<file path="config.mk">
export PLATFORM = sky130hd
export DESIGN_NAME = link_health_and_report_scheduler_top
export DESIGN_NICKNAME = d
export VERILOG_FILES = /design/src/hw/rtl/lhrs_pkg.sv /design/src/hw/rtl/lhrs_csr.sv /design/src/hw/rtl/lhrs_core.sv /design/src/hw/rtl/link_health_and_report_scheduler_top.sv
export SDC_FILE = /design/constraint.sdc
export NUM_CORES = 1
export LEC_CHECK = 0
export ABC_CLOCK_PERIOD_IN_PS = 5800
export BUFFER_PORTS_ARGS = -buffer_cell sky130_fd_sc_hd__buf_4
export CORE_ASPECT_RATIO = 1.1
export CORE_UTILIZATION = 35
export DETAILED_ROUTE_END_ITERATION = 8
export PLACE_DENSITY = 0.53
export SETUP_SLACK_MARGIN = 0.2
export SLEW_MARGIN = 20
export SYNTH_ARGS = -nofsm -noshare
export SYNTH_HDL_FRONTEND = slang
export SYNTH_SLANG_ARGS = --single-unit
export TNS_END_PERCENT = 20
</file>
<file path="constraint.sdc">
create_clock -name clock -period 5.8 [get_ports clock]
set_clock_uncertainty 0.05 [all_clocks]
set_input_delay 0.58 -clock clock [delete_from_list [all_inputs] [get_ports clock]]
set_output_delay 0.58 -clock clock [all_outputs]
set_load 0.02 [all_outputs]
</file>
<file path="src/hw/rtl/lhrs_pkg.sv">
// Shared types and constants for the link health and report scheduler.
package lhrs_pkg;

   localparam int unsigned CsrIndexWidth = 8;

   localparam logic [CsrIndexWidth-1:0] REG_OFFLINE_THRESHOLD = 8'd0;
   localparam logic [CsrIndexWidth-1:0] REG_REPORT_PERIOD     = 8'd1;

   localparam logic [7:0]  THRESHOLD_RESET = 8'd3;
   localparam logic [31:0] PERIOD_RESET    = 32'd5000;
   localparam logic [31:0] MIN_PERIOD_MS   = 32'd1000;
   localparam logic [15:0] NONE_SEEN       = 16'hFFFF;
   localparam logic [7:0]  COUNT_MAX       = 8'hFF;

   typedef enum logic [1:0] {
      CMD_STATUS  = 2'd0,
      CMD_RELAY   = 2'd1,
      CMD_POLL    = 2'd2,
      CMD_TRIGGER = 2'd3
   } cmd_type;

   typedef enum logic [1:0] {
      CAUSE_NONE     = 2'd0,
      CAUSE_EVENT    = 2'd1,
      CAUSE_PERIODIC = 2'd2
   } cause_type;

   typedef struct packed {
      cmd_type     command;
      logic        sensor_a_ok;
      logic        sensor_b_ok;
      logic        relay_link_ok;
      logic [15:0] relay_outputs;
      logic [31:0] now_ms;
      logic        link_idle;
   } req_item_type;

   typedef struct packed {
      logic [2:0]  offline_flags;
      logic        report_fire;
      cause_type   report_cause;
      logic [31:0] report_sequence;
      logic        event_waiting;
   } rsp_item_type;

   typedef struct packed {
      logic [7:0]  offline_threshold;
      logic [31:0] report_period_ms;
   } cfg_type;

endpackage

</file>
<file path="src/hw/rtl/lhrs_csr.sv">
// Configuration registers: failure threshold and report period.
module lhrs_csr (
   input  logic                                  clock,
   input  logic                                  reset,
   input  logic                                  csr_valid,
   output logic                                  csr_ready,
   input  logic [lhrs_pkg::CsrIndexWidth-1:0]    csr_index,
   input  logic [31:0]                           csr_wdata,
   output lhrs_pkg::cfg_type                     cfg
);

   logic [7:0]  threshold_ff, threshold_in;
   logic [31:0] period_ff, period_in;
   logic        write;

   assign csr_ready = 1'b1;
   assign write     = csr_valid && csr_ready;

   always_comb begin
      threshold_in = threshold_ff;
      period_in    = period_ff;
      if (write) begin
         unique case (csr_index)
            lhrs_pkg::REG_OFFLINE_THRESHOLD: begin
               threshold_in = csr_wdata[7:0];
            end
            lhrs_pkg::REG_REPORT_PERIOD: begin
               // Periods shorter than the minimum are dropped.
               if (csr_wdata >= lhrs_pkg::MIN_PERIOD_MS) begin
                  period_in = csr_wdata;
               end
            end
            default: begin
            end
         endcase
      end
   end

   always_ff @(posedge clock) begin
      if (reset) begin
         threshold_ff <= lhrs_pkg::THRESHOLD_RESET;
         period_ff    <= lhrs_pkg::PERIOD_RESET;
      end else begin
         threshold_ff <= threshold_in;
         period_ff    <= period_in;
      end
   end

   assign cfg.offline_threshold = threshold_ff;
   assign cfg.report_period_ms  = period_ff;

   period_floor_a: assert property (@(posedge clock) disable iff (reset)
      period_ff >= lhrs_pkg::MIN_PERIOD_MS)
      else $error("report period below minimum");

   ignored_write_a: assert property (@(posedge clock) disable iff (reset)
      write && csr_index != lhrs_pkg::REG_OFFLINE_THRESHOLD
            && csr_index != lhrs_pkg::REG_REPORT_PERIOD
      |=> $stable(threshold_ff) && $stable(period_ff))
      else $error("write beyond register list changed a register");

   short_period_a: assert property (@(posedge clock) disable iff (reset)
      write && csr_index == lhrs_pkg::REG_REPORT_PERIOD
            && csr_wdata < lhrs_pkg::MIN_PERIOD_MS
      |=> $stable(period_ff))
      else $error("short period write was taken");

endmodule

</file>
<file path="src/hw/rtl/lhrs_core.sv">
// Health counters, event tracking and report scheduling for one item.
module lhrs_core (
   input  logic                    clock,
   input  logic                    reset,
   input  logic                    step,
   input  lhrs_pkg::req_item_type  item,
   input  lhrs_pkg::cfg_type       cfg,
   output lhrs_pkg::rsp_item_type  result
);

   logic [7:0]  fail_a_ff, fail_a_in;
   logic [7:0]  fail_b_ff, fail_b_in;
   logic [7:0]  fail_r_ff, fail_r_in;
   logic [2:0]  offline_ff, offline_in;
   logic        pending_ff, pending_in;
   logic [15:0] prev_out_ff, prev_out_in;
   logic [31:0] last_time_ff, last_time_in;
   logic [31:0] seq_ff, seq_in;
   logic [31:0] elapsed;
   logic        fire;
   lhrs_pkg::cause_type cause;

   function automatic logic [7:0] count_next(input logic [7:0] cnt, input logic ok);
      logic [7:0] res;
      if (ok) begin
         res = 8'd0;
      end else if (cnt == lhrs_pkg::COUNT_MAX) begin
         res = cnt;
      end else begin
         res = cnt + 8'd1;
      end
      return res;
   endfunction

   function automatic logic flag_next(input logic flag, input logic ok,
                                      input logic [7:0] cnt, input logic [7:0] thr);
      logic res;
      if (ok) begin
         res = 1'b0;
      end else if (cnt >= thr) begin
         res = 1'b1;
      end else begin
         res = flag;
      end
      return res;
   endfunction

   assign elapsed = item.now_ms - last_time_ff;

   always_comb begin
      fail_a_in    = fail_a_ff;
      fail_b_in    = fail_b_ff;
      fail_r_in    = fail_r_ff;
      offline_in   = offline_ff;
      pending_in   = pending_ff;
      prev_out_in  = prev_out_ff;
      last_time_in = last_time_ff;
      seq_in       = seq_ff;
      fire         = 1'b0;
      cause        = lhrs_pkg::CAUSE_NONE;
      unique case (item.command)
         lhrs_pkg::CMD_STATUS: begin
            fail_a_in = count_next(fail_a_ff, item.sensor_a_ok);
            fail_b_in = count_next(fail_b_ff, item.sensor_b_ok);
            fail_r_in = count_next(fail_r_ff, item.relay_link_ok);
            offline_in[0] = flag_next(offline_ff[0], item.sensor_a_ok, fail_a_in,
                                      cfg.offline_threshold);
            offline_in[1] = flag_next(offline_ff[1], item.sensor_b_ok, fail_b_in,
                                      cfg.offline_threshold);
            offline_in[2] = flag_next(offline_ff[2], item.relay_link_ok, fail_r_in,
                                      cfg.offline_threshold);
            if (offline_in != offline_ff) begin
               pending_in = 1'b1;
            end
         end
         lhrs_pkg::CMD_RELAY: begin
            if (prev_out_ff != lhrs_pkg::NONE_SEEN && prev_out_ff != item.relay_outputs) begin
               pending_in = 1'b1;
            end
            prev_out_in = item.relay_outputs;
         end
         lhrs_pkg::CMD_POLL: begin
            // A pending event report takes priority over the periodic one.
            if (item.link_idle && pending_ff) begin
               pending_in   = 1'b0;
               seq_in       = seq_ff + 32'd1;
               last_time_in = item.now_ms;
               fire         = 1'b1;
               cause        = lhrs_pkg::CAUSE_EVENT;
            end else if (item.link_idle && elapsed >= cfg.report_period_ms) begin
               seq_in       = seq_ff + 32'd1;
               last_time_in = item.now_ms;
               fire         = 1'b1;
               cause        = lhrs_pkg::CAUSE_PERIODIC;
            end
         end
         lhrs_pkg::CMD_TRIGGER: begin
            pending_in = 1'b1;
         end
         default: begin
         end
      endcase
   end

   always_ff @(posedge clock) begin
      if (reset) begin
         fail_a_ff    <= 8'd0;
         fail_b_ff    <= 8'd0;
         fail_r_ff    <= 8'd0;
         offline_ff   <= 3'd0;
         pending_ff   <= 1'b0;
         prev_out_ff  <= lhrs_pkg::NONE_SEEN;
         last_time_ff <= 32'd0;
         seq_ff       <= 32'd0;
      end else if (step) begin
         fail_a_ff    <= fail_a_in;
         fail_b_ff    <= fail_b_in;
         fail_r_ff    <= fail_r_in;
         offline_ff   <= offline_in;
         pending_ff   <= pending_in;
         prev_out_ff  <= prev_out_in;
         last_time_ff <= last_time_in;
         seq_ff       <= seq_in;
      end
   end

   assign result.offline_flags   = offline_in;
   assign result.report_fire     = fire;
   assign result.report_cause    = cause;
   assign result.report_sequence = seq_in;
   assign result.event_waiting   = pending_in;

   seq_advance_a: assert property (@(posedge clock) disable iff (reset)
      step && fire |=> seq_ff == $past(seq_ff) + 32'd1)
      else $error("report sequence did not advance on a report");

   seq_hold_a: assert property (@(posedge clock) disable iff (reset)
      step && !fire |=> $stable(seq_ff))
      else $error("report sequence moved without a report");

   trigger_pending_a: assert property (@(posedge clock) disable iff (reset)
      step && item.command == lhrs_pkg::CMD_TRIGGER |=> pending_ff)
      else $error("trigger did not raise the pending event");

   event_clears_a: assert property (@(posedge clock) disable iff (reset)
      step && cause == lhrs_pkg::CAUSE_EVENT |=> !pending_ff)
      else $error("event report left the event pending");

endmodule

</file>
<file path="src/hw/rtl/link_health_and_report_scheduler_top.sv">
// Link health and report scheduler, top level.
// An accepted item passes through the input register and then the result register.
// Throughput: one item per cycle without rsp_stall; while a result waits, one more is held.
// Reset clears all health, event and report state and loads the register defaults.
// No clearing pass: the block accepts items in the first cycle after reset.
module link_health_and_report_scheduler_top (
   input  logic                                  clock,
   input  logic                                  reset,
   input  logic                                  req_valid,
   output logic                                  req_stall,
   input  logic [1:0]                            req_command,
   input  logic                                  req_sensor_a_ok,
   input  logic                                  req_sensor_b_ok,
   input  logic                                  req_relay_link_ok,
   input  logic [15:0]                           req_relay_outputs,
   input  logic [31:0]                           req_now_ms,
   input  logic                                  req_link_idle,
   output logic                                  rsp_valid,
   input  logic                                  rsp_stall,
   output logic [2:0]                            rsp_offline_flags,
   output logic                                  rsp_report_fire,
   output logic [1:0]                            rsp_report_cause,
   output logic [31:0]                           rsp_report_sequence,
   output logic                                  rsp_event_waiting,
   input  logic                                  csr_valid,
   output logic                                  csr_ready,
   input  logic [lhrs_pkg::CsrIndexWidth-1:0]    csr_index,
   input  logic [31:0]                           csr_wdata
);

   lhrs_pkg::cfg_type      cfg;
   lhrs_pkg::req_item_type in_ff, in_in;
   logic                   in_valid_ff, in_valid_in;
   lhrs_pkg::rsp_item_type out_ff, out_in;
   logic                   out_valid_ff, out_valid_in;
   lhrs_pkg::rsp_item_type result;
   logic                   step;
   logic                   req_take;

   lhrs_csr u_csr (
      .clock     (clock),
      .reset     (reset),
      .csr_valid (csr_valid),
      .csr_ready (csr_ready),
      .csr_index (csr_index),
      .csr_wdata (csr_wdata),
      .cfg       (cfg)
   );

   lhrs_core u_core (
      .clock  (clock),
      .reset  (reset),
      .step   (step),
      .item   (in_ff),
      .cfg    (cfg),
      .result (result)
   );

   // The held item moves on when the result register is empty or being taken.
   assign step      = in_valid_ff && (!out_valid_ff || !rsp_stall);
   assign req_stall = in_valid_ff && !step;
   assign req_take  = req_valid && !req_stall;

   always_comb begin
      in_in.command       = lhrs_pkg::cmd_type'(req_command);
      in_in.sensor_a_ok   = req_sensor_a_ok;
      in_in.sensor_b_ok   = req_sensor_b_ok;
      in_in.relay_link_ok = req_relay_link_ok;
      in_in.relay_outputs = req_relay_outputs;
      in_in.now_ms        = req_now_ms;
      in_in.link_idle     = req_link_idle;
      in_valid_in         = req_take || (in_valid_ff && !step);
      out_in              = result;
      out_valid_in        = step || (out_valid_ff && rsp_stall);
   end

   always_ff @(posedge clock) begin
      if (reset) begin
         in_valid_ff  <= 1'b0;
         out_valid_ff <= 1'b0;
      end else begin
         in_valid_ff  <= in_valid_in;
         out_valid_ff <= out_valid_in;
      end
   end

   always_ff @(posedge clock) begin
      if (req_take) begin
         in_ff <= in_in;
      end
      if (step) begin
         out_ff <= out_in;
      end
   end

   assign rsp_valid           = out_valid_ff;
   assign rsp_offline_flags   = out_ff.offline_flags;
   assign rsp_report_fire     = out_ff.report_fire;
   assign rsp_report_cause    = out_ff.report_cause;
   assign rsp_report_sequence = out_ff.report_sequence;
   assign rsp_event_waiting   = out_ff.event_waiting;

   no_overwrite_a: assert property (@(posedge clock) disable iff (reset)
      out_valid_ff && rsp_stall |-> !step)
      else $error("stalled result overwritten");

   no_drop_a: assert property (@(posedge clock) disable iff (reset)
      in_valid_ff && !step |=> in_valid_ff && $stable(in_ff))
      else $error("held item lost before it moved on");

   fire_cause_a: assert property (@(posedge clock) disable iff (reset)
      out_valid_ff |-> (out_ff.report_fire == (out_ff.report_cause != lhrs_pkg::CAUSE_NONE)))
      else $error("report fire and cause disagree");

endmodule
</file>
=== After elaboration in Yosys (flattened, before gate mapping) ===
Cells that the tools add are included.

* Add/sub/neg operators: 5
* Magnitude comparators: 5
* Eq/ne operators: 10
* Muxes and demuxes: 32
* Bitwise logic cells: 1
* Reductions and logical operators: 23

{| class="wikitable"
|+ Operator list
! kind !! number
|-
| 32-bit 2-to-1 mux || 5
|-
| 8-bit 2-to-1 mux || 9
|-
| 32-bit by 1-bit adder with 32-bit output (second input constant) || 1
|-
| 32-bit by 10-bit greater-or-equal comparator with 1-bit output (second input constant) || 1
|-
| 32-bit greater-or-equal comparator || 1
|-
| 32-bit subtractor || 1
|-
| 8-bit by 1-bit adder with 8-bit output (second input constant) || 3
|-
| 8-bit == test (second input constant) || 3
|-
| 8-bit greater-or-equal comparator || 3
|-
| 16-bit inequality test || 1
|-
| 16-bit inequality test (second input constant) || 1
|-
| 1-bit 2-to-1 mux || 15
|-
| 8-bit by 1-bit == test with 1-bit output (second input constant) || 1
|-
| 8-bit logical NOT || 1
|-
| 1-bit logical AND || 7
|-
| 2-bit AND reduction || 3
|-
| 3-bit AND reduction || 2
|-
| 2-bit == test (second input constant) || 2
|-
| 1-bit logical NOT || 4
|-
| 1-bit one-hot mux with 4 select lines || 1
|-
| 1-bit logical OR || 3
|-
| 3-bit 2-to-1 mux || 1
|-
| 3-bit inequality test || 1
|-
| 2-bit by 1-bit == test with 1-bit output (second input constant) || 1
|-
| other kinds (5) || 5
|}

* Register bits after elaboration: 243
* Input bits: 99
* Word-level logic and storage cells: 101

=== Longest topological paths before layout ===
* Depth after elaboration: 11
* Depth in mapped cells: 24
* Gate-level depth less buffers: 22

=== Hierarchy ===
Synthesis repeated with hierarchy kept, for this count alone.

* Cells, all modules: 1,453
* Area total of the unflattened synthesis: 13,321.5 um^2

{| class="wikitable"
|+ Modules (own cells, without submodules)
! module !! instances !! cells each !! area an instance (um^2) !! sequential area each (um^2)
|-
| lhrs_core || 1 || 1,167 || 8,577.0 || 2,162.1
|-
| link_health_and_report_scheduler_top || 1 || 103 || 2,879.0 || 2,832.7
|-
| lhrs_csr || 1 || 183 || 1,865.5 || 800.8
|}

=== Worst setup path after synthesis ===
Ideal clock, no wire load.

* Path kind: register to register
* From: reg in_ff[1] (netlist bit)
* To: reg out_ff, in the netlist rsp_report_sequence[10] (data pin)
* Arrival: 4,530 ps
* Data required time: 5,490 ps
* Setup slack: 960 ps
* Cell stages (with the launch flop): 25
* Cell sequence: edfxtp_1 > inv_1 > ha_1 > inv_1 > fa_1 > a211oi_1 > o21ai_0 > a32oi_1 > o211ai_1 > a211oi_1 > o21bai_1 > a31oi_1 > o21ai_0 > xor2_1 > ha_1 > nand3_1 > nor3_2 > o211a_1 > a22oi_1 > and3b_1 > buf_2 > and2_1 > buf_2 > or3_1 > xnor2_1

{| class="wikitable"
|+ RTL lines
! item !! RTL line !! text
|-
| start: declaration || link_health_and_report_scheduler_top.sv:32 || <nowiki>lhrs_pkg::req_item_type in_ff, in_in;</nowiki>
|-
| start signal: assignment || link_health_and_report_scheduler_top.sv:89 || <nowiki>in_ff <= in_in;</nowiki>
|-
| end signal: assignment || link_health_and_report_scheduler_top.sv:92 || <nowiki>out_ff <= out_in;</nowiki>
|-
| end: declaration || link_health_and_report_scheduler_top.sv:34 || <nowiki>lhrs_pkg::rsp_item_type out_ff, out_in;</nowiki>
|}

==> results.md <==
- Max frequency: 190 MHz
- Initial Util: 35.9%
- Area Growth Syn to Fin: 19.1%
- Commonest register cell after synthesis: dfxtp_1
- Crit path buffers/inverters: 3
- CP cell instances: inv_1 -> ha_1 -> inv_1 -> fa_1 -> a211oi_2 -> o21ai_1 -> a32oi_2 -> o211ai_1 -> a211oi_2 -> o21bai_1 -> a31oi_1 -> o21ai_0 -> xor2_1 -> ha_1 -> nand3_1 -> nor3_4 -> o211a_1 -> a22oi_1 -> and3b_2 -> and2_2 -> buf_4 -> or3_1 -> xnor2_1
- Share of post-route cells with drive strength above 1: 15.2%
- Largest net degree at the start of global routing: 84
- Sequential share of the synthesized area: 44.3%
- Routed vias: 10100
- Nets: 1725
- Distinct cells, synth: 72
- Clock Tree Root: clkbuf_16
- Status: complete, no violations
- FF/Latch Area: 5800 um^2
- Syn Area/Cell: 9.31 um^2
- Die Span Y: 205 um
- DRT Wirelength: 31200 um
- Final setup fails: 0
- Die X: 186 um
- # H-tree levels: 1
- All-Layer GR Usage: 16.3%
- Setup WS pre-CTS: 0.290 ns
- Hold Crit Start: req_now_ms[27]
- Diode count: 0
- Synthesis warning total: 0
- Final worst slack: 0.536 ns
- Post-synth EDFFs: 93
- Pwr/cell area: 260 nW/um^2
- Final worst path period need: 5.26 ns
- CORE AREA: 36400 um^2
- Gp weighted congestion: 0.845
- Vias per cell: 4.96
- Rows: 73
- Post-Route Utilization: 42.8%
- Slew Viols, Final: 0
- Startpoint Class: register
- Lkg Pwr: 5.96 nW
- Asr flop ratio synth: 0%
- Worst Path Required: 6.05 ns
- Peak fanout along the critical path: 7
- Max Cap Viol: 0
- Clk sinks: 243
- RSZ-0062 raised after global routing: no
- Drt wl/cell: 15.3 um
- Antenna violations before repair: 0
- Post-synthesis cell count: 1405
- Total congestion overflow: 0
- RR Startpoint: in_ff[1]
- Placed insts: 1988
- Slew margin rel.: 31.5%
- Crit-path slowest cell: fa_1
- Pre-antenna DRT Iters: 4
- Synthesized cell area: 13100 um^2
- Data arrival, critical path: 5.52 ns
- Count of final hold-check violations: 0
- Hold path endpoint: in_ff[28]
- Final period util: 90.8%
- Residual DRC: 0
- CTS tree: yes
- Slowest stage delay, CP: 0.44 ns
- Crit-path leading delay family: compound AO/OA/AOI/OAI gates
- Port buffer count: 139
- Worst Tran Pin Value: 1.02 ns
- Setup CP Type: register to register
- Die ar.: 38200 um^2
- IO Count: 141
- Clk slew on worst S/H paths: 0.07 ns
- R2R Path End: rsp_report_sequence[10]
- Seq cells post-synth: 243
- Syn Nets: 1596
- Worst setup EP type: register
- Post-route setup TNS: 0 ns
- Initial drt markers: 661
- Num CTS Buffers: 28
- Worst vdd ir: 0.000206 V
- DRT antenna net count: 0
- Tightest Hold Check Type: input port to register
- Max Buffers Root-to-Sink: 3
- Worst skew pair latency: 0.56 ns
- Flop-to-flop setup slack: 0.54 ns
- Hpwl dp: 22200 um
- Footprint of the multi-input gates: 6730 um^2
- Hold depth: 1
- Fill cell count: 3580
- First-pass GRT wire length: 50500 um
- Non-filler cells, final: 2043
- Number of global-route vias before repair: 9797
- Register-to-Register Path Depth: 23
## cell usage after synthesis (15+ instances only)
master | count | area, um^2
nor2_1 | 106 | 398
or3_1 | 17 | 106
xnor2_1 | 72 | 631
nand4_1 | 20 | 125
dfxtp_1 | 150 | 3000
o21ai_0 | 61 | 305
edfxtp_1 | 93 | 2790
a211oi_1 | 15 | 113
nand2_1 | 167 | 627
ha_1 | 91 | 1140
mux2i_1 | 41 | 410
clkbuf_1 | 26 | 97.6
a21o_1 | 18 | 135
nor3_1 | 21 | 105
nor2b_1 | 33 | 206
xor2_1 | 20 | 175
or4_1 | 16 | 120
a21oi_1 | 129 | 646
inv_1 | 93 | 349
nand3_1 | 38 | 190
and3_1 | 22 | 138
a211o_1 | 18 | 158
## registers in the layout, summed over array words and instances, names as in the netlist
register / count
u_core.pending_ff: 1
rsp_valid: 1
rsp_event_waiting: 1
u_csr.period_ff: 32
rsp_report_fire: 1
in_valid_ff: 1
u_core.fail_a_ff: 8
rsp_offline_flags: 3
u_core.last_time_ff: 32
u_core.fail_b_ff: 8
rsp_report_cause: 2
u_core.offline_ff: 3
u_core.fail_r_ff: 8
u_core.seq_ff: 32
u_csr.threshold_ff: 8
in_ff: 54
u_core.prev_out_ff: 16
rsp_report_sequence: 32
## worst register-to-register path, cell delays in order (launching register included)
cell and delay, ns:
edfxtp_1 0.39, inv_1 0.07, ha_1 0.17, inv_1 0.06
fa_1 0.44, a211oi_2 0.31, o21ai_1 0.15, a32oi_2 0.22
o211ai_1 0.18, a211oi_2 0.32, o21bai_1 0.12, a31oi_1 0.16
o21ai_0 0.11, xor2_1 0.16, ha_1 0.31, nand3_1 0.13
nor3_4 0.18, o211a_1 0.18, a22oi_1 0.10, and3b_2 0.29
and2_2 0.27, buf_4 0.17, or3_1 0.35, xnor2_1 0.13
## power breakdown
group	total [mW]	switching, mW	internal (mW)
sequential	1.85	0.0330	1.82
clock	1.78	0.729	1.05
combinational	0.421	0.234	0.187
## placed cells by master (no fill, tap or decap), drive strengths merged, types with 39 or more instances in the layout
cell type,n
inv,92
buf,154
a21oi,130
o21ai,62
nand3,39
ha,91
mux2i,41
xnor2,72
edfxtp,93
nand2,169
nor2,108
dfxtp,150
## how the worst max path moves through the flow
stage / startpoint / endpoint / slack, ns / depth (start not counted)
after floorplan: in_ff[1] / rsp_report_sequence[10] / 0.96 / 24
after CTS: in_ff[1] / u_core.last_time_ff[4] / 0.22 / 23
after global routing: in_ff[1] / rsp_report_sequence[10] / 0.20 / 23
after global placement: in_ff[1] / rsp_report_sequence[10] / 0.45 / 23
after detailed placement: in_ff[1] / u_core.last_time_ff[31] / 0.29 / 23
final: in_ff[1] / rsp_report_sequence[10] / 0.54 / 23
## area by class of cell
class                   instances  area share (%)
well taps                     487            3.91
clock inverters                20            1.15
clock buffers                  32            4.79
repair buffers                154            7.58
multi-input cells            1014            43.2
inverters                      93            2.24
flip-flops and latches        243            37.2
## logic make-up after synthesis
logic type,after synthesis,synth area share [%]
mux,45,3.48
buf+inv,148,4.93
flops,243,44.3
fa+ha+maj,92,8.86
other cells,1,0.0287
compound gates,300,14.1
simple gates,484,18.1
xor+xnor,92,6.16
## metal layers
metal  routed length, um  track usage [%]
met2               14600             28.1
met3                1360             2.60
met1               14400             20.7
met4                 730             5.22
met5                   0                0
## metrics by stage
step           power [mW]  hold slack, ns  cell area (um^2)
4_1_cts              4.11           0.117             15500
3_3_place_gp         2.30           0.391             14600
5_1_grt              4.25           0.115             15600
3_5_place_dp         2.31           0.396             14600
2_1_floorplan        2.15           0.386             13100
6_report             4.06           0.149             15600
## timing repair
action / 4_1_cts / 5_1_grt
buffers inserted: 0 / 3
setup endpoints to repair: 0 / 95
resized for setup: 0 / 9
hold buffers: 0 / 0
(Power assumes the default switching activity.)
